File: config.mk
export PLATFORM = sky130hd
export DESIGN_NAME = spi_slave_burst_exchange_top_flat
export DESIGN_NICKNAME = d
export VERILOG_FILES = /design/src/rtl/core/spi_sbe_pkg.sv /design/src/rtl/core/spi_sbe_chan_if.sv /design/src/rtl/core/spi_sbe_store.sv /design/src/rtl/core/spi_sbe_fsm.sv /design/src/rtl/core/spi_slave_burst_exchange_top.sv /design/src/flat_wrapper.sv
export SDC_FILE = /design/constraint.sdc
export NUM_CORES = 1
export LEC_CHECK = 0
export BUFFER_PORTS_ARGS = -buffer_cell sky130_fd_sc_hd__buf_2
export CORE_MARGIN = 2
export CORE_UTILIZATION = 40
export CTS_BUF_LIST = sky130_fd_sc_hd__clkbuf_16
export CTS_CLUSTER_DIAMETER = 50
export DETAILED_ROUTE_END_ITERATION = 10
export PLACE_DENSITY = 0.57
export SLEW_MARGIN = 20
export SYNTH_ARGS = -nofsm -noshare
export SYNTH_HDL_FRONTEND = slang
export SYNTH_SLANG_ARGS = --single-unit
File: constraint.sdc
create_clock -name clock -period 2.7 [get_ports clock]
set_clock_uncertainty 0.1 [all_clocks]
set_input_delay 0.135 -clock clock [delete_from_list [all_inputs] [get_ports clock]]
set_output_delay 0.135 -clock clock [all_outputs]
set_load 0.005 [all_outputs]
File: src/rtl/core/spi_sbe_pkg.sv
// shared types and constants of the spi slave burst exchange block
// no dependencies; used by the store, the fsm and the top level
package spi_sbe_pkg;

   localparam int BURST_BYTES_DEF = 100;

   localparam int BUDGET_W = 20;
   localparam int INDEX_W  = 7;
   localparam int BYTE_W   = 8;
   localparam int LENGTH_W = 16;

   localparam logic [BUDGET_W-1:0] BUDGET_RESET = 20'd100000;

   localparam logic KIND_SAMPLE = 1'b0;
   localparam logic KIND_STORE  = 1'b1;

   typedef enum logic [3:0] {
      PH_IDLE = 4'b0001,
      PH_RECV = 4'b0010,
      PH_WAIT = 4'b0100,
      PH_SEND = 4'b1000
   } phase_type;

   typedef struct packed {
      logic               kind;
      logic               chip_select_n;
      logic               serial_clock;
      logic               master_out;
      logic [INDEX_W-1:0] store_index;
      logic [BYTE_W-1:0]  store_value;
   } req_item_type;

   typedef struct packed {
      logic               slave_out;
      logic               byte_valid;
      logic [BYTE_W-1:0]  byte_value;
      logic [INDEX_W-1:0] byte_position;
      logic               frame_done;
      logic [INDEX_W-1:0] payload_length;
      logic               timed_out;
      logic               busy_res;
   } rsp_item_type;

   typedef logic [BUDGET_W-1:0] csr_item_type;

endpackage

File: src/rtl/core/spi_sbe_chan_if.sv
// valid/ready channel carrying one item of any payload type
// depends on nothing; payload types come from spi_sbe_pkg at instantiation
interface spi_sbe_chan_if #(parameter type item_type = logic);
   logic     valid;
   logic     ready;
   item_type data;

   modport source (output valid, output data, input ready);
   modport sink (input valid, input data, output ready);
endinterface

File: src/rtl/core/spi_sbe_store.sv
// transmit store: one write port, one registered read port, zero sweep after reset
// depends on spi_sbe_pkg
module spi_sbe_store #(
   parameter int BURST_BYTES = spi_sbe_pkg::BURST_BYTES_DEF,
   parameter int ADDR_W      = $clog2(BURST_BYTES)
) (
   input  logic                           clock,
   input  logic                           reset,
   input  logic                           wr_en,
   input  logic [ADDR_W-1:0]              wr_addr,
   input  logic [spi_sbe_pkg::BYTE_W-1:0] wr_data,
   input  logic [ADDR_W-1:0]              rd_addr,
   output logic [spi_sbe_pkg::BYTE_W-1:0] rd_data,
   output logic                           clearing
);
   import spi_sbe_pkg::*;

   localparam logic [ADDR_W-1:0] LAST_ADDR = ADDR_W'(BURST_BYTES - 1);

   logic [BYTE_W-1:0] mem [BURST_BYTES];
   logic              clear_ff;
   logic              clear_in;
   logic [ADDR_W-1:0] clear_addr_ff;
   logic [ADDR_W-1:0] clear_addr_in;
   logic [BYTE_W-1:0] rd_data_ff;

   always_comb begin
      clear_in      = clear_ff;
      clear_addr_in = clear_addr_ff;
      if (clear_ff) begin
         clear_addr_in = clear_addr_ff + 1'b1;
         if (clear_addr_ff == LAST_ADDR) begin
            clear_in = 1'b0;
         end
      end
   end

   always_ff @(posedge clock) begin
      if (reset) begin
         clear_ff      <= 1'b1;
         clear_addr_ff <= '0;
      end else begin
         clear_ff      <= clear_in;
         clear_addr_ff <= clear_addr_in;
      end
   end

   always_ff @(posedge clock) begin
      if (clear_ff) begin
         mem[clear_addr_ff] <= '0;
      end else if (wr_en) begin
         mem[wr_addr] <= wr_data;
      end
      rd_data_ff <= mem[rd_addr];
   end

   assign rd_data  = rd_data_ff;
   assign clearing = clear_ff;

endmodule

File: src/rtl/core/spi_sbe_fsm.sv
// frame state machine: edge detect, receive shifter, budget, transmit sequencing
// depends on spi_sbe_pkg; reads the transmit store through spi_sbe_store
module spi_sbe_fsm #(
   parameter int BURST_BYTES = spi_sbe_pkg::BURST_BYTES_DEF,
   parameter int ADDR_W      = $clog2(BURST_BYTES)
) (
   input  logic                             clock,
   input  logic                             reset,
   input  logic                             step,
   input  spi_sbe_pkg::req_item_type        item,
   input  logic [spi_sbe_pkg::BUDGET_W-1:0] sample_budget,
   output spi_sbe_pkg::rsp_item_type        result,
   output logic                             wr_en,
   output logic [ADDR_W-1:0]                wr_addr,
   output logic [spi_sbe_pkg::BYTE_W-1:0]   wr_data,
   output logic [ADDR_W-1:0]                rd_addr,
   input  logic [spi_sbe_pkg::BYTE_W-1:0]   rd_data
);
   import spi_sbe_pkg::*;

   localparam int CNT_W = $clog2(BURST_BYTES + 1);
   localparam logic [CNT_W-1:0] BURST_CNT = CNT_W'(BURST_BYTES);

   phase_type           phase_ff, phase_in;
   logic                last_clock_ff, last_clock_in;
   logic                last_select_ff, last_select_in;
   logic [2:0]          bit_cnt_ff, bit_cnt_in;
   logic [CNT_W-1:0]    byte_cnt_ff, byte_cnt_in;
   logic [BYTE_W-1:0]   shift_ff, shift_in;
   logic [BUDGET_W-1:0] budget_ff, budget_in;
   logic [LENGTH_W-1:0] length_ff, length_in;
   logic                miso_ff, miso_in;
   logic [BYTE_W-1:0]   cur_byte_ff, cur_byte_in;

   logic                clk_rise;
   logic                cs_rise;
   logic [BYTE_W-1:0]   shift_next;
   logic [CNT_W-1:0]    byte_next;
   logic [2:0]          bit_sel;

   assign clk_rise   = item.serial_clock & ~last_clock_ff;
   assign cs_rise    = item.chip_select_n & ~last_select_ff;
   assign shift_next = {shift_ff[BYTE_W-2:0], item.master_out};
   assign byte_next  = byte_cnt_ff + 1'b1;
   assign bit_sel    = 3'd6 - bit_cnt_ff;

   // prefetch of the next byte to send, byte 0 outside the send phase
   assign rd_addr = (phase_ff == PH_SEND && byte_next < BURST_CNT) ?
                    byte_next[ADDR_W-1:0] : '0;

   assign wr_addr = ADDR_W'(item.store_index);
   assign wr_data = item.store_value;

   always_comb begin
      phase_in       = phase_ff;
      last_clock_in  = last_clock_ff;
      last_select_in = last_select_ff;
      bit_cnt_in     = bit_cnt_ff;
      byte_cnt_in    = byte_cnt_ff;
      shift_in       = shift_ff;
      budget_in      = budget_ff;
      length_in      = length_ff;
      miso_in        = miso_ff;
      cur_byte_in    = cur_byte_ff;
      wr_en          = 1'b0;
      result         = '0;

      if (item.kind == KIND_STORE) begin
         if (phase_ff == PH_IDLE && 32'(item.store_index) < 32'(BURST_BYTES)) begin
            wr_en = 1'b1;
         end
      end else begin
         case (phase_ff)
            PH_IDLE: begin
               if (!item.chip_select_n && last_select_ff) begin
                  phase_in       = PH_RECV;
                  budget_in      = sample_budget;
                  last_clock_in  = 1'b0;
                  last_select_in = 1'b0;
                  bit_cnt_in     = '0;
                  byte_cnt_in    = '0;
                  shift_in       = '0;
               end else begin
                  last_select_in = item.chip_select_n;
               end
            end
            default: begin
               if (budget_ff == '0) begin
                  result.timed_out = 1'b1;
                  miso_in          = 1'b0;
                  phase_in         = PH_IDLE;
                  last_select_in   = item.chip_select_n;
               end else begin
                  budget_in      = budget_ff - 1'b1;
                  last_clock_in  = item.serial_clock;
                  last_select_in = item.chip_select_n;
                  if (phase_ff == PH_RECV && clk_rise) begin
                     shift_in = shift_next;
                     if (bit_cnt_ff == 3'd7) begin
                        bit_cnt_in           = '0;
                        result.byte_valid    = 1'b1;
                        result.byte_value    = shift_next;
                        result.byte_position = INDEX_W'(byte_cnt_ff);
                        if (byte_cnt_ff == '0) begin
                           length_in[7:0] = shift_next;
                        end else if (byte_cnt_ff == CNT_W'(1)) begin
                           length_in[15:8] = shift_next;
                        end
                        byte_cnt_in = byte_next;
                        if (byte_next >= BURST_CNT) begin
                           phase_in = PH_WAIT;
                        end
                     end else begin
                        bit_cnt_in = bit_cnt_ff + 1'b1;
                     end
                  end else if (phase_ff == PH_WAIT && cs_rise) begin
                     phase_in    = PH_SEND;
                     bit_cnt_in  = '0;
                     byte_cnt_in = '0;
                     miso_in     = rd_data[7];
                     cur_byte_in = rd_data;
                  end else if (phase_ff == PH_SEND && clk_rise) begin
                     if (bit_cnt_ff != 3'd7) begin
                        bit_cnt_in = bit_cnt_ff + 1'b1;
                        miso_in    = cur_byte_ff[bit_sel];
                     end else begin
                        bit_cnt_in  = '0;
                        byte_cnt_in = byte_next;
                        if (byte_next >= BURST_CNT) begin
                           result.frame_done = 1'b1;
                           if (32'(length_ff) > 32'(BURST_BYTES - 2)) begin
                              result.payload_length = '0;
                           end else begin
                              result.payload_length = length_ff[INDEX_W-1:0];
                           end
                           miso_in  = 1'b0;
                           phase_in = PH_IDLE;
                        end else begin
                           miso_in     = rd_data[7];
                           cur_byte_in = rd_data;
                        end
                     end
                  end
               end
            end
         endcase
      end

      result.slave_out = miso_in;
      result.busy_res  = (phase_in != PH_IDLE);
   end

   always_ff @(posedge clock) begin
      if (reset) begin
         phase_ff       <= PH_IDLE;
         last_clock_ff  <= 1'b0;
         last_select_ff <= 1'b1;
         bit_cnt_ff     <= '0;
         byte_cnt_ff    <= '0;
         shift_ff       <= '0;
         budget_ff      <= '0;
         length_ff      <= '0;
         miso_ff        <= 1'b0;
         cur_byte_ff    <= '0;
      end else if (step) begin
         phase_ff       <= phase_in;
         last_clock_ff  <= last_clock_in;
         last_select_ff <= last_select_in;
         bit_cnt_ff     <= bit_cnt_in;
         byte_cnt_ff    <= byte_cnt_in;
         shift_ff       <= shift_in;
         budget_ff      <= budget_in;
         length_ff      <= length_in;
         miso_ff        <= miso_in;
         cur_byte_ff    <= cur_byte_in;
      end
   end

endmodule

File: src/rtl/core/spi_slave_burst_exchange_top.sv
// top level of the spi slave burst exchange: input, result and budget registers
// depends on spi_sbe_pkg, spi_sbe_chan_if, spi_sbe_store and spi_sbe_fsm
//
// usage:
//   req_if carries one item per pin sample (kind 0) or one transmit store write
//   (kind 1, taken only between frames). rsp_if returns exactly one item for
//   each req_if item, in order: miso level, received byte with its position,
//   frame end with the header length, timeout flag and busy.
//   csr_if writes the 20-bit sample budget; write it only while no frame runs
//   and no item is in flight. It is always ready.
// timing:
//   an item is registered in the input register at acceptance and processed
//   from there; its result goes to the result register when the output can
//   advance and is offered from there. One item is accepted every cycle while
//   rsp_if is not stalled and no store sweep runs; the transmit store is read
//   one byte ahead through its registered read port, so no sample waits on it.
// reset:
//   synchronous; afterwards the transmit store is swept to zero, one byte a
//   cycle over all BURST_BYTES entries, and req_if stays not ready meanwhile.
// backpressure:
//   while rsp_if is stalled the result register holds, the input register
//   holds one more item, and then req_if deasserts ready.
module spi_slave_burst_exchange_top #(
   parameter int BURST_BYTES = spi_sbe_pkg::BURST_BYTES_DEF
) (
   input logic           clock,
   input logic           reset,
   spi_sbe_chan_if.sink   req_if,
   spi_sbe_chan_if.source rsp_if,
   spi_sbe_chan_if.sink   csr_if
);
   import spi_sbe_pkg::*;

   localparam int ADDR_W = $clog2(BURST_BYTES);

   logic                in_valid_ff, in_valid_in;
   req_item_type        in_item_ff;
   logic                out_valid_ff, out_valid_in;
   rsp_item_type        out_item_ff;
   logic [BUDGET_W-1:0] budget_ff;

   logic                advance;
   logic                step;
   logic                clearing;
   rsp_item_type        result;
   logic                wr_en;
   logic [ADDR_W-1:0]   wr_addr;
   logic [BYTE_W-1:0]   wr_data;
   logic [ADDR_W-1:0]   rd_addr;
   logic [BYTE_W-1:0]   rd_data;

   assign advance      = ~out_valid_ff | rsp_if.ready;
   assign step         = in_valid_ff & advance;
   assign req_if.ready = ~clearing & (~in_valid_ff | advance);
   assign in_valid_in  = (req_if.valid & req_if.ready) | (in_valid_ff & ~advance);
   assign out_valid_in = step | (out_valid_ff & ~rsp_if.ready);
   assign csr_if.ready = 1'b1;

   assign rsp_if.valid = out_valid_ff;
   assign rsp_if.data  = out_item_ff;

   always_ff @(posedge clock) begin
      if (reset) begin
         in_valid_ff  <= 1'b0;
         out_valid_ff <= 1'b0;
         budget_ff    <= BUDGET_RESET;
      end else begin
         in_valid_ff  <= in_valid_in;
         out_valid_ff <= out_valid_in;
         if (csr_if.valid) begin
            budget_ff <= csr_if.data;
         end
      end
   end

   always_ff @(posedge clock) begin
      if (req_if.valid && req_if.ready) begin
         in_item_ff <= req_if.data;
      end
      if (step) begin
         out_item_ff <= result;
      end
   end

   spi_sbe_fsm #(
      .BURST_BYTES (BURST_BYTES),
      .ADDR_W      (ADDR_W)
   ) u_fsm (
      .clock         (clock),
      .reset         (reset),
      .step          (step),
      .item          (in_item_ff),
      .sample_budget (budget_ff),
      .result        (result),
      .wr_en         (wr_en),
      .wr_addr       (wr_addr),
      .wr_data       (wr_data),
      .rd_addr       (rd_addr),
      .rd_data       (rd_data)
   );

   spi_sbe_store #(
      .BURST_BYTES (BURST_BYTES),
      .ADDR_W      (ADDR_W)
   ) u_store (
      .clock    (clock),
      .reset    (reset),
      .wr_en    (wr_en & step),
      .wr_addr  (wr_addr),
      .wr_data  (wr_data),
      .rd_addr  (rd_addr),
      .rd_data  (rd_data),
      .clearing (clearing)
   );

endmodule
File: src/flat_wrapper.sv
// flat-port wrapper written by rule: the top's interface ports become plain ports
module spi_slave_burst_exchange_top_flat import spi_sbe_pkg::*;
#(
   parameter int BURST_BYTES = spi_sbe_pkg::BURST_BYTES_DEF
)
  (clock, reset, req_if_valid, req_if_data, req_if_ready, rsp_if_valid, rsp_if_data, rsp_if_ready, csr_if_valid, csr_if_data, csr_if_ready);
  spi_sbe_chan_if req_if_i ();
  spi_sbe_chan_if rsp_if_i ();
  spi_sbe_chan_if csr_if_i ();
  input logic clock;
  input logic reset;
  input wire logic [$bits(req_if_i.valid)-1:0] req_if_valid;
  input wire logic [$bits(req_if_i.data)-1:0] req_if_data;
  output wire logic [$bits(req_if_i.ready)-1:0] req_if_ready;
  output wire logic [$bits(rsp_if_i.valid)-1:0] rsp_if_valid;
  output wire logic [$bits(rsp_if_i.data)-1:0] rsp_if_data;
  input wire logic [$bits(rsp_if_i.ready)-1:0] rsp_if_ready;
  input wire logic [$bits(csr_if_i.valid)-1:0] csr_if_valid;
  input wire logic [$bits(csr_if_i.data)-1:0] csr_if_data;
  output wire logic [$bits(csr_if_i.ready)-1:0] csr_if_ready;
  assign req_if_i.valid = req_if_valid;
  assign req_if_i.data = req_if_data;
  assign req_if_ready = req_if_i.ready;
  assign rsp_if_valid = rsp_if_i.valid;
  assign rsp_if_data = rsp_if_i.data;
  assign rsp_if_i.ready = rsp_if_ready;
  assign csr_if_i.valid = csr_if_valid;
  assign csr_if_i.data = csr_if_data;
  assign csr_if_ready = csr_if_i.ready;
  spi_slave_burst_exchange_top #(.BURST_BYTES(BURST_BYTES)) u_core (.clock(clock), .reset(reset), .req_if(req_if_i), .rsp_if(rsp_if_i), .csr_if(csr_if_i));
endmodule
## After elaboration in Yosys (flattened, before gate mapping)

Cells that the tools add are included.

| storage, ports and cells | value |
|---|---|
| bits in registers | 43 |
| word-level logic and storage cells | 40 |

| operators by class | value |
|---|---|
| add/sub/neg operators | 2 |
| equal/unequal tests | 5 |
| muxes and demuxes | 8 |
| bitwise gates (word level) | 14 |
| reduce and logical (&&, ||, !) cells | 2 |

Operator list:

| kind | number |
|---|---|
| $mux W20 | 3 |
| $logic_not A20 Y1 | 1 |
| $sub A20 B1 Y20 const B | 1 |
| $mux W4 | 3 |
| $add A7 B1 Y7 const B | 1 |
| $eq A7 B7 Y1 const B | 1 |
| $and A1 B1 Y1 | 5 |
| $not A1 Y1 | 5 |
| $eq A4 B1 Y1 const B | 1 |
| $ne A4 B1 Y1 const B | 1 |
| $or A1 B1 Y1 | 4 |
| $reduce_and A3 Y1 | 1 |
| $mux W1 | 2 |
| $ne A2 B1 Y1 const B | 1 |
| $ne A2 B2 Y1 const B | 1 |

## Logic depth before layout (Yosys ltp)

Gate-level depths: netlist of run 1.

| logic depth | value |
|---|---|
| depth in word-level cells | 6 |
| depth in mapped cells | 9 |
| mapped depth without buffers | 7 |

## By module

From an unflattened synthesis of run 1, not the netlist that was laid out.

| unflattened totals | value |
|---|---|
| cell total of the unflattened synthesis | 2112 |
| area total of the unflattened synthesis | 36447.5 um^2 |

Modules (own cells, without submodules):

| module | instances | cells each | area each (um^2) | sequential area each (um^2) |
|---|---|---|---|---|
| spi_sbe_store | 1 | 1547 | 31998.2 | 24343.3 |
| spi_sbe_fsm | 1 | 541 | 4206.5 | 1361.3 |
| spi_slave_burst_exchange_top | 1 | 24 | 242.7 | 140.1 |

## Least setup slack after synthesis of run 1

Ideal clock, no wire load.

| timing path | value |
|---|---|
| path type | flip-flop to flip-flop |
| start | reg u_core.u_fsm.budget_ff[0] |
| end | reg u_core.u_fsm.budget_ff[10] |
| setup time | 0.070 ns |
| arrival | 2.067 ns |
| required time | 2.530 ns |
| setup slack | 0.464 ns |
| stages on the path, launching flop included | 10 |
| path buffers | 2 |
| cell sequence | dfxtp_1 > inv_1 > ha_1 > nor4b_1 > and4_1 > clkbuf_1 > a21oi_1 > clkbuf_1 > o21ai_0 > a21oi_1 |

| on the way | value |
|---|---|
| cells in the longest elaborated chain, start to end | 3 |
| elaborated cells on any way between the ends | 6 |

RTL lines:

| element | line | source |
|---|---|---|
| start: declaration | spi_sbe_fsm.sv:30 | `logic [BUDGET_W-1:0] budget_ff, budget_in;` |
| start signal: assignment | spi_sbe_fsm.sv:172 | `budget_ff <= budget_in;` |
| $sub A20 B1 Y20 / $logic_not A20 Y1 (equally long branches) | spi_sbe_fsm.sv:94, spi_sbe_fsm.sv:88 |  |
| $mux W20 / $ne A2 B2 Y1 (equally long branches) | -- |  |
| $mux W20 / $reduce_and A3 Y1 (equally long branches) | -- |  |

Several ways; a longest one is shown, not always the timed one. The select of a mux whose other input is x is not followed.
A chain may end at the register's enable or synchronous reset.

## Final worst setup path of run 1

| timing path | value |
|---|---|
| start | reg u_core.u_fsm.budget_ff[0] |
| end | reg u_core.u_fsm.budget_ff[19] |

The elaborated chain is that of the path after synthesis.

==> results.md, run 1 <==
* Maximum clock frequency at 0.420 GHz
* Initial core utilization at 41.6%
* Leakage at 0.875 nW
* Core area at 0.00438 mm^2
* Worst setup EP type: register
* Ratio of cells with drive above 1 in the final layout at 13.2%
* Max Cap Viol at 0
* Reg clk slew, reported paths at about 0.06 ns
* PwrDens at roughly 640 mW/mm^2
* Slew @ Worst Pin at 0.803 ns
* Vias at around 1,600
* Gp weighted congestion at 0.762
* Initial antenna violation count at 0
* Largest net degree at the start of global routing at 21
* Register area share after synthesis at 42.3%
* Outcome: complete, no violations
* EDFF count, synth at 1
* Worst R2R Setup Slack at 0.32 ns
* Most used cell, CP: buf_4
* Worst hold path type: in2reg
* Cell family with most CP delay: simple AND/OR/NAND/NOR gates
* Top FF cell, synth: dfxtp_1
* CTS buffer count at 5
* Worst r2r src: u_core.u_fsm.budget_ff[0]
* Power Total at 1.36 mW
* Buf+Inv Stages, Crit Path at 3
* Post-Syn Instances at 221
* Crit Path Max Fanout at 18
* Syn Std Cell Area at between 0.0015 and 0.002 mm^2
* Post-synthesis net count at 230
* N_diodes at 0
* Synth-to-layout area growth at 17.4%
* Hold_sp: req_if_valid
* Average wire per standard cell at 13.7 um
* Layout filler cell count at around 430
* Clock latency on the worst-skew pair at between 0.2 and 0.3 ns
* Via density per instance at roughly 5.6
* Async SR Flop Fraction at 0%
* GRT Resource Usage Total at around 16%
* Die Wd at 71.5 um
* Die ar. at approximately 0.005 mm^2
* Clk sinks at 38
* Final worst path period need at 2.38 ns
* DR iter-0 viols at 37
* Die height at 71.5 um
* Setup violators final at 0
* # H-tree levels at 2
* Final hold violation count at 0
* Slew HR at a little under half
* Cts repair resizes at 0
* DRT Pass-1 Iters at 4
* Req. time, crit path at 2.82 ns
* Critical Path, Cell by Cell: inv_1 > ha_1 > nor4b_1 > buf_4 > and4_1 > a21o_1 > buf_4 > or4_1 > a21oi_1
* Post-Route Setup TNS at 0 ns
* Final slew viol count at 0
* CTS tree: yes
* Synth Area per Inst at 8.24 um^2
* DP HPWL at ~2600 um
* Flops & latches, synth at 38
* Post-route DRC violation count at 0
* Final core occ at 48.8%
* Startpoint Class: register
* Row count at 24
* Port bufs at 8
* RSZ-0062 raised after global routing: false
* Post-synthesis cell type count at 43
* Crit path kind: reg2reg
* Tcrit/Tclk final at 88.1%
* Clock Tree Buf Depth at 2
* Worst path slowest cell: or4_1
* Vias in the first global route at 1,357
* Boundary Pins at 11
* Root buf cell: clkbuf_16
* Post-DRT Antenna Nets at 0
* Worst setup path start: u_core.u_fsm.budget_ff[0]
* Final nets at 243
* Total grt overflow at 0
* Worst endpoint data arrival time at 2.49 ns
* First-pass GRT wire length at 6540 um
* Maximum VDD drop at between 0.3 and 0.4 mV
* Final WL at 3940 um
* Worst path max stage delay at 0.47 ns
* YS warnings at 0
## metal layers
layer  track usage [%]  wire length (um)  vias up
li1                  -                 -      837
met1              21.8              2010      739
met2              25.1              1760       21
met3              5.06               139        2
met4              6.29                30        0
met5                 0                 0        -
## worst register-to-register path, stage by stage, from the launching register on
cell and delay, ns:
dfxtp_1 0.38, inv_1 0.06, ha_1 0.23, nor4b_1 0.16
buf_4 0.15, and4_1 0.26, a21o_1 0.18, buf_4 0.19
or4_1 0.47, a21oi_1 0.14
## what timing repair did
| item | CTS | global route |
|---|---|---|
| hold buffers | 2 | 0 |
| endpoints found under the hold margin | 2 | 0 |
| setup buffers | 0 | 0 |
## final timing paths
check,to,cells past startpoint
min reg2reg,u_core.u_fsm.budget_ff[0],2
min,u_core.in_valid_ff,4
max reg2reg,u_core.u_fsm.budget_ff[19],9
max,u_core.u_fsm.budget_ff[19],9
## Yosys cell counts, types with 2 or more instances
cell      count  area [um^2]
mux2i_1       3         30.0
a21o_1        2         15.0
dfxtp_1      37          741
nor3b_1       2         15.0
or3_1         6         37.5
clkbuf_1      7         26.3
or4_1         8         60.1
a41o_1        2         20.0
nor4_1        4         25.0
nor3_1       12         60.1
o211ai_1      3         22.5
a31oi_1       2         12.5
a31o_2        4         35.0
xor2_1        3         26.3
or4_4         2         22.5
o31ai_1       5         37.5
o21ai_0      13         65.1
nand2b_1      3         18.8
nand3_1       3         15.0
nor2_1       20         75.1
nand2_1      22         82.6
nand4_1       3         18.8
a21oi_1      25          125
nor2b_1       3         18.8
ha_1          2         25.0
inv_1         7         26.3
nor4b_1       2         17.5
## area by class of cell
type                       instances  area [um^2]  area share (%)
clock inverter                     3         63.8            2.98
timing repair buffer              16          105            4.92
multi-input combinational        166          982            45.9
sequential                        38          771            36.0
clock buffer                       5          125            5.85
tap                               52         65.1            3.04
inverter                           7         26.3            1.23
## cell families (layout without fill, tap and decap cells)
group / Yosys count / count (layout) / synth area share, %
AOI/OAI and AO/OA: 60 / 60 / 20.1
buffers and inverters: 17 / 31 / 3.78
muxes: 3 / 3 / 1.65
adders and majority gates: 2 / 2 / 1.37
other: 1 / 1 / 0.206
xor gates and xnor gates: 4 / 4 / 1.92
and+or+nand+nor: 96 / 96 / 28.6
DFF: 38 / 38 / 42.3
## state kept, by name, indices dropped and copies added (netlist names)
register	cells
u_core.u_fsm.budget_ff	20
u_core.u_store.clear_addr_ff	7
u_core.u_fsm.phase_ff	4
u_core.budget_ff	2
u_core.in_valid_ff	1
u_core.rsp_if.data	1
u_core.rsp_if.valid	1
u_core.u_fsm.last_select_ff	1
u_core.u_store.clearing	1
## layout by cell type (no fill, tap or decap), types with 7 or more instances in the layout
cell | netlist | layout
nor2_1 | 20 | 20
nand2_1 | 22 | 22
or4_1 | 8 | 8
o21ai_0 | 13 | 13
a21oi_1 | 25 | 25
dfxtp_1 | 37 | 37
inv_1 | 7 | 7
buf_2 | 1 | 8
nor3_1 | 12 | 12
## where the power goes
part	total, mW	internal (mW)	switching [mW]
clock network	0.752	0.526	0.226
logic	0.0340	0.0137	0.0203
registers	0.574	0.569	0.00489
## stage by stage
step	std cells	hold slack (ns)	area [um^2]	worst slack, ns
2_1_floorplan	221	0.146	1820	0.464
3_3_place_gp	277	0.264	1930	0.361
3_5_place_dp	277	0.269	1930	0.340
4_1_cts	287	0.0825	2140	0.318
5_1_grt	287	0.163	2140	0.140
6_report	287	0.0842	2140	0.321
Note: power is estimated with default switching activity, not from simulation.
==> inputs of run 2 (changes only) <==
--- a/config.mk
+++ b/config.mk
@@ -6,12 +6,12 @@
 export NUM_CORES = 1
 export LEC_CHECK = 0
 export BUFFER_PORTS_ARGS = -buffer_cell sky130_fd_sc_hd__buf_2
-export CORE_MARGIN = 2
+export CORE_MARGIN = 1
 export CORE_UTILIZATION = 40
 export CTS_BUF_LIST = sky130_fd_sc_hd__clkbuf_16
 export CTS_CLUSTER_DIAMETER = 50
 export DETAILED_ROUTE_END_ITERATION = 10
-export PLACE_DENSITY = 0.57
+export PLACE_DENSITY_LB_ADDON = 0.12
 export SLEW_MARGIN = 20
 export SYNTH_ARGS = -nofsm -noshare
 export SYNTH_HDL_FRONTEND = slang
==> results.md, run 2 (synthesis results as in run 1) <==
* CTS buffer count at 5
* Final nets at around 240
* Root buf cell: clkbuf_16
* CTS tree: yes
* Worst hold path type: in2reg
* # H-tree levels at 2
* Max reg flops at 20
* Most frequent cells in the layout: dfxtp_1, a21oi_1, nand2_1
* Outcome: complete, but fails checks
* Buf+Inv Stages, Crit Path at 1
* Vias at 1,610
* Die height at 69.5 um
* Register with the most flip-flops: u_core.u_fsm.budget_ff
* Average wire per standard cell at 13.5 um
* Maximum VDD drop at 0.345 mV
* Biggest registers after layout: u_core.u_fsm.budget_ff x20, u_core.u_store.clear_addr_ff x7, u_core.u_fsm.phase_ff x4
* Boundary Pins at 11
* Failing checks: negative hold slack
* RSZ-0062 raised after global routing: false
* Worst path max stage delay at ~0.58 ns
* Cell family with most CP delay: simple AND/OR/NAND/NOR gates
* Req. time, crit path at around 2.8 ns
* Slew @ Worst Pin at 0.829 ns
* Maximum clock frequency at ~0.41 GHz
* Clock Tree Buf Depth at 2
* First-pass GRT wire length at about 6600 um
* Initial core utilization at 41.8%
* N_diodes at 0
* Final slew viol count at 0
* Final worst path period need at 2.42 ns
* Core area at 0.00435 mm^2
* Wl on met1 at 1920 um
* Worst setup EP type: register
* Layout filler cell count at 419
* Reg clk slew, reported paths at approximately 0.060 ns
* Post-DRT Antenna Nets at 0
* Commonest non-fill, non-tap cell in the layout: dfxtp_1
* Initial antenna violation count at 0
* Pre-CTS setup slack at approximately 0.36 ns
* GRT Resource Usage Total at 17.5%
* Final worst-path setup slack at 0.281 ns
* Via density per instance at about 5.6
* Final Instance Area at between 0.002 and 0.0025 mm^2
* Power Total at ~1.2 mW
* Synth-to-layout area growth at 13.8%
* Final hold violation count at 1
* Leakage at 0.842 nW
* Port bufs at 8
* Slew HR at 44.0%
* DRT Pass-1 Iters at 4
* Met2 wire len at 1720 um
* Final WL at approximately 3800 um
* Clock latency on the worst-skew pair at 0.28 ns
* Worst endpoint data arrival time at 2.54 ns
* Startpoint Class: register
* Max Cap Viol at 0
* Setup violators final at 0
* Largest net degree at the start of global routing at 21
* DP HPWL at ~2600 um
* DP Area at roughly 0.0019 mm^2
* Post-route DRC violation count at 0
* PwrDens at 565 mW/mm^2
* Setup Buffers After CTS at 0
* DR iter-0 viols at 118
* Area of the multi-input gates at 982 um^2
* Reg area at roughly 770 um^2
* Worst path slowest cell: nor4b_1
* Met3 Wirelength at 139 um
* Row count at 24
* Clk sinks at 38
* Gp weighted congestion at just over 0.7
* Die ar. at between 0.004 and 0.005 mm^2
* Critical Path, Cell by Cell: inv_1 > ha_1 > nor4b_1 > nand2_1 > or4_1 > or4_1 > nand2_1
* DR top layer: met4
* Crit Path Max Fanout at 5
* Ratio of cells with drive above 1 in the final layout at 12.9%
* Die Wd at 69.5 um
* Tcrit/Tclk final at about nine tenths
* Post-Route Setup TNS at 0 ns
* WHS at -0.00161 ns
* Total grt overflow at 0
* Vias in the first global route at 1,388
* Crit path kind: reg2reg
==> run 2: cell types whose count changed in the layout (fill, tap and decap cells not counted), sizes merged <==
cell and delta:
bufinv -2, dlygate4sd3 -1, buf -1, clkinvlp +1, clkinv +1
==> run 2: worst register-to-register path: cells and delay by family, from the launching register on <==
| kind | cells | cell delay, ns |
|---|---|---|
| buffers and inverters | 1 | 0.07 |
| AND/OR/NAND/NOR | 5 | 1.66 |
| flip-flops | 1 | 0.34 |
| adder cells (fa/ha/maj) | 1 | 0.20 |
==> run 2: path summary, 6_finish.rpt <==
check / cells after the start / start / to / slack, ns
setup / recovery: 7 / u_core.u_fsm.budget_ff[0] / u_core.u_fsm.budget_ff[14] / 0.28
hold / removal: 3 / csr_if_data / u_core.budget_ff[0] / -0.002
setup reg to reg: 7 / u_core.u_fsm.budget_ff[0] / u_core.u_fsm.budget_ff[14] / 0.28
hold reg to reg: 2 / u_core.budget_ff[0] / u_core.u_fsm.budget_ff[0] / 0.37
==> run 2: per-stage QoR <==
step,instances,util (%)
finish,285,47.6
global route,285,47.6
CTS,285,47.6
detailed placement,276,44.1
global placement,276,44.1
floorplan,221,-
==> run 2: final cells by class <==
type                       instances  share of cell area (%)
clock inverter                     3                   0.785
sequential                        38                    37.2
inverter                           7                    1.27
timing repair buffer              14                    4.22
tap                               52                    3.14
multi-input combinational        166                    47.4
clock buffer                       5                    6.03
==> run 2: timing repair <==
action                                 in CTS  in global routing
endpoints found under the hold margin       1                  0
hold buffers                                1                  0
gates resized for setup                     0                  0
==> run 2: report_power, final <==
part	switching [mW]	leakage [nW]	internal [mW]
Sequential	0.00493	0.308	0.569
Combinational	0.0196	0.467	0.0127
Clock	0.229	0.0672	0.337
==> run 2: routing by layer <==
layer,vias to the layer above,GRT usage (%)
met1,747,23.1
met2,22,26.6
met3,4,5.23
met4,0,7.48
li1,837,-
met5,-,0
==> inputs of run 3 (changes only) <==
--- a/config.mk
+++ b/config.mk
@@ -15,4 +15,5 @@
 export SLEW_MARGIN = 20
 export SYNTH_ARGS = -nofsm -noshare
 export SYNTH_HDL_FRONTEND = slang
+export SYNTH_HIERARCHICAL = 1
 export SYNTH_SLANG_ARGS = --single-unit
==> results.md, run 3 <==
* Max reg flops at 20
* Clock latency on the worst-skew pair at around 0.29 ns
* Post-route DRC violation count at 0
* DP Area at around 0.0031 mm^2
* Register with the most flip-flops: u_core/u_fsm/budget_ff
* N_diodes at 0
* CTS tree: yes
* Worst setup EP type: register
* Crit Path Max Fanout at 7
* Average wire per standard cell at 12.9 um
* Clk sinks at 49
* Largest net degree at the start of global routing at 55
* Final hold violation count at 0
* Final non-filler cell total at 507
* Synth Area per Inst at 7.39 um^2
* Req. time, crit path at 2.61 ns
* Vias at 2,717
* Final Instance Area at 0.00328 mm^2
* Crit path kind: reg2reg
* # H-tree levels at 2
* Final WL at 6550 um
* Cts repair resizes at 0
* Tcrit/Tclk final at 91.5%
* DRT Pass-1 Iters at 4
* Initial core utilization at 42.5%
* Vias in the first global route at 2,465
* Worst endpoint data arrival time at 2.38 ns
* Reg2reg end: u_core/rsp_if.data
* Final worst path period need at roughly 2.5 ns
* YS warnings at 6
* Worst Reg-to-Reg Cells at 8
* Commonest non-fill, non-tap cell in the layout: nor2_1
* Post-Syn Instances at 399
* Worst setup path end: u_core/rsp_if.data
* Root buf cell: clkbuf_16
* Boundary Pins at 11
* Slew HR at 64.7%
* Die Wd at 87.8 um
* Gp weighted congestion at 0.792
* Final nets at 423
* Power Total at 1.50 mW
* Maximum clock frequency at 0.405 GHz
* Placed cells at 498
* Leakage at 1.26 nW
* Reg clk slew, reported paths at 0.06 ns
* Area of the multi-input gates at 0.00183 mm^2
* Die ar. at 0.00772 mm^2
* Post-Route Setup TNS at 0 ns
* DP HPWL at 4530 um
* Max Cap Viol at 0
* Setup violators final at 0
* RSZ-0062 raised after global routing: false
* Core area at 0.00694 mm^2
* Ratio of cells with drive above 1 in the final layout at a little under a tenth
* GRT Resource Usage Total at 19.0%
* Outcome: complete, no violations
* Synth-to-layout area growth at 11.3%
* Worst setup path start: u_core/u_fsm/budget_ff[0]
* Slew @ Worst Pin at 0.530 ns
* Worst r2r src: u_core/u_fsm/budget_ff[0]
* Total grt overflow at 0
* Worst hold path type: in2reg
* First-pass GRT wire length at ~12,000 um
* Biggest registers after layout: u_core/u_fsm/budget_ff x20, u_core/u_fsm/byte_cnt_ff x7, u_core/u_store/clear_addr_ff x7
* Startpoint Class: register
* Via density per instance at about 5.4
* Syn Std Cell Area at 0.00295 mm^2
* Layout filler cell count at about 710
* Port bufs at 8
* Maximum VDD drop at around 0.4 mV
* Clock Tree Buf Depth at 2
* PwrDens at ~460 mW/mm^2
* DR iter-0 viols at 139
* Final slew viol count at 0
* Post-DRT Antenna Nets at 0
* Die height at 87.8 um
* Most frequent cells in the layout: nor2_1, dfxtp_1, nand2_1
* Reg area at 991 um^2
* CTS buffer count at 5
* Worst R2R Setup Slack at between 0.2 and 0.25 ns
* Initial antenna violation count at 0
* Row count at 30
[run 3: cell types whose count changed in the layout (fill, tap and decap cells not counted), sizes merged, moves of 8 or more]
cell   before  now
or4        10    2
nor2       20   54
conb        1   20
nand2      22   47
a21oi      25   36
o21ai      13   37
dfxtp      37   48
[run 3: worst max-delay path, stage by stage (launching register included)]
cell,delay (ns)
dfxtp_1,0.34
inv_1,0.09
ha_1,0.20
nor3b_2,0.38
nand4_2,0.29
nor2_4,0.20
nor2_1,0.05
a221oi_1,0.38
nand4_1,0.17
[run 3: power by group]
part	internal, mW	switching, mW	leakage [nW]	total [mW]
Sequential	0.731	0.00682	0.397	0.738
Combinational	0.0243	0.0327	0.787	0.0570
Clock	0.434	0.272	0.0775	0.706
[run 3: final cells by class]
class                           count  area share (%)
Clock buffer                        5            3.81
Clock inverter                      3            1.26
Inverter                           12            1.37
Multi-Input combinational cell    323            55.9
Sequential cell                    49            30.2
Tap cell                           96            3.66
Timing Repair Buffer               19            3.81
[run 3: worst min path at each step]
stage                     depth (start not counted)              endpoint         start
final                                             3    u_core/in_valid_ff  req_if_valid
after detailed placement                          3   u_core/budget_ff[0]   csr_if_data
after global placement                            3   u_core/budget_ff[0]   csr_if_data
after global routing                              3  u_core/budget_ff[15]  csr_if_valid
after CTS                                         3    u_core/in_valid_ff  req_if_valid
after floorplan                                   1    u_core/in_valid_ff         reset
[run 3: through the flow]
| stage | worst slack, ns | hold WS (ns) | util (%) |
|---|---|---|---|
| 2_1_floorplan | 0.520 | 0.104 | - |
| 3_3_place_gp | 0.303 | 0.269 | 44.7 |
| 3_5_place_dp | 0.257 | 0.291 | 44.7 |
| 4_1_cts | 0.235 | 0.000215 | 47.2 |
| 5_1_grt | 0.0404 | 0.0310 | 47.2 |
| 6_report | 0.230 | 0.00170 | 47.2 |
[run 3: timing repair]
item	CTS	global route
setup endpoints to repair	0	0
hold buffers	1	0
endpoints found under the hold margin	1	0
setup buffers	0	0
[run 3: routing by layer]
layer | track usage [%] | vias up | wire length (um)
met1 | 26.6 | 1249 | 3300
met4 | 6.26 | 0 | 104
li1 | - | 1413 | -
met2 | 29.5 | 47 | 2890
met5 | 0 | - | 0
met3 | 3.02 | 8 | 251
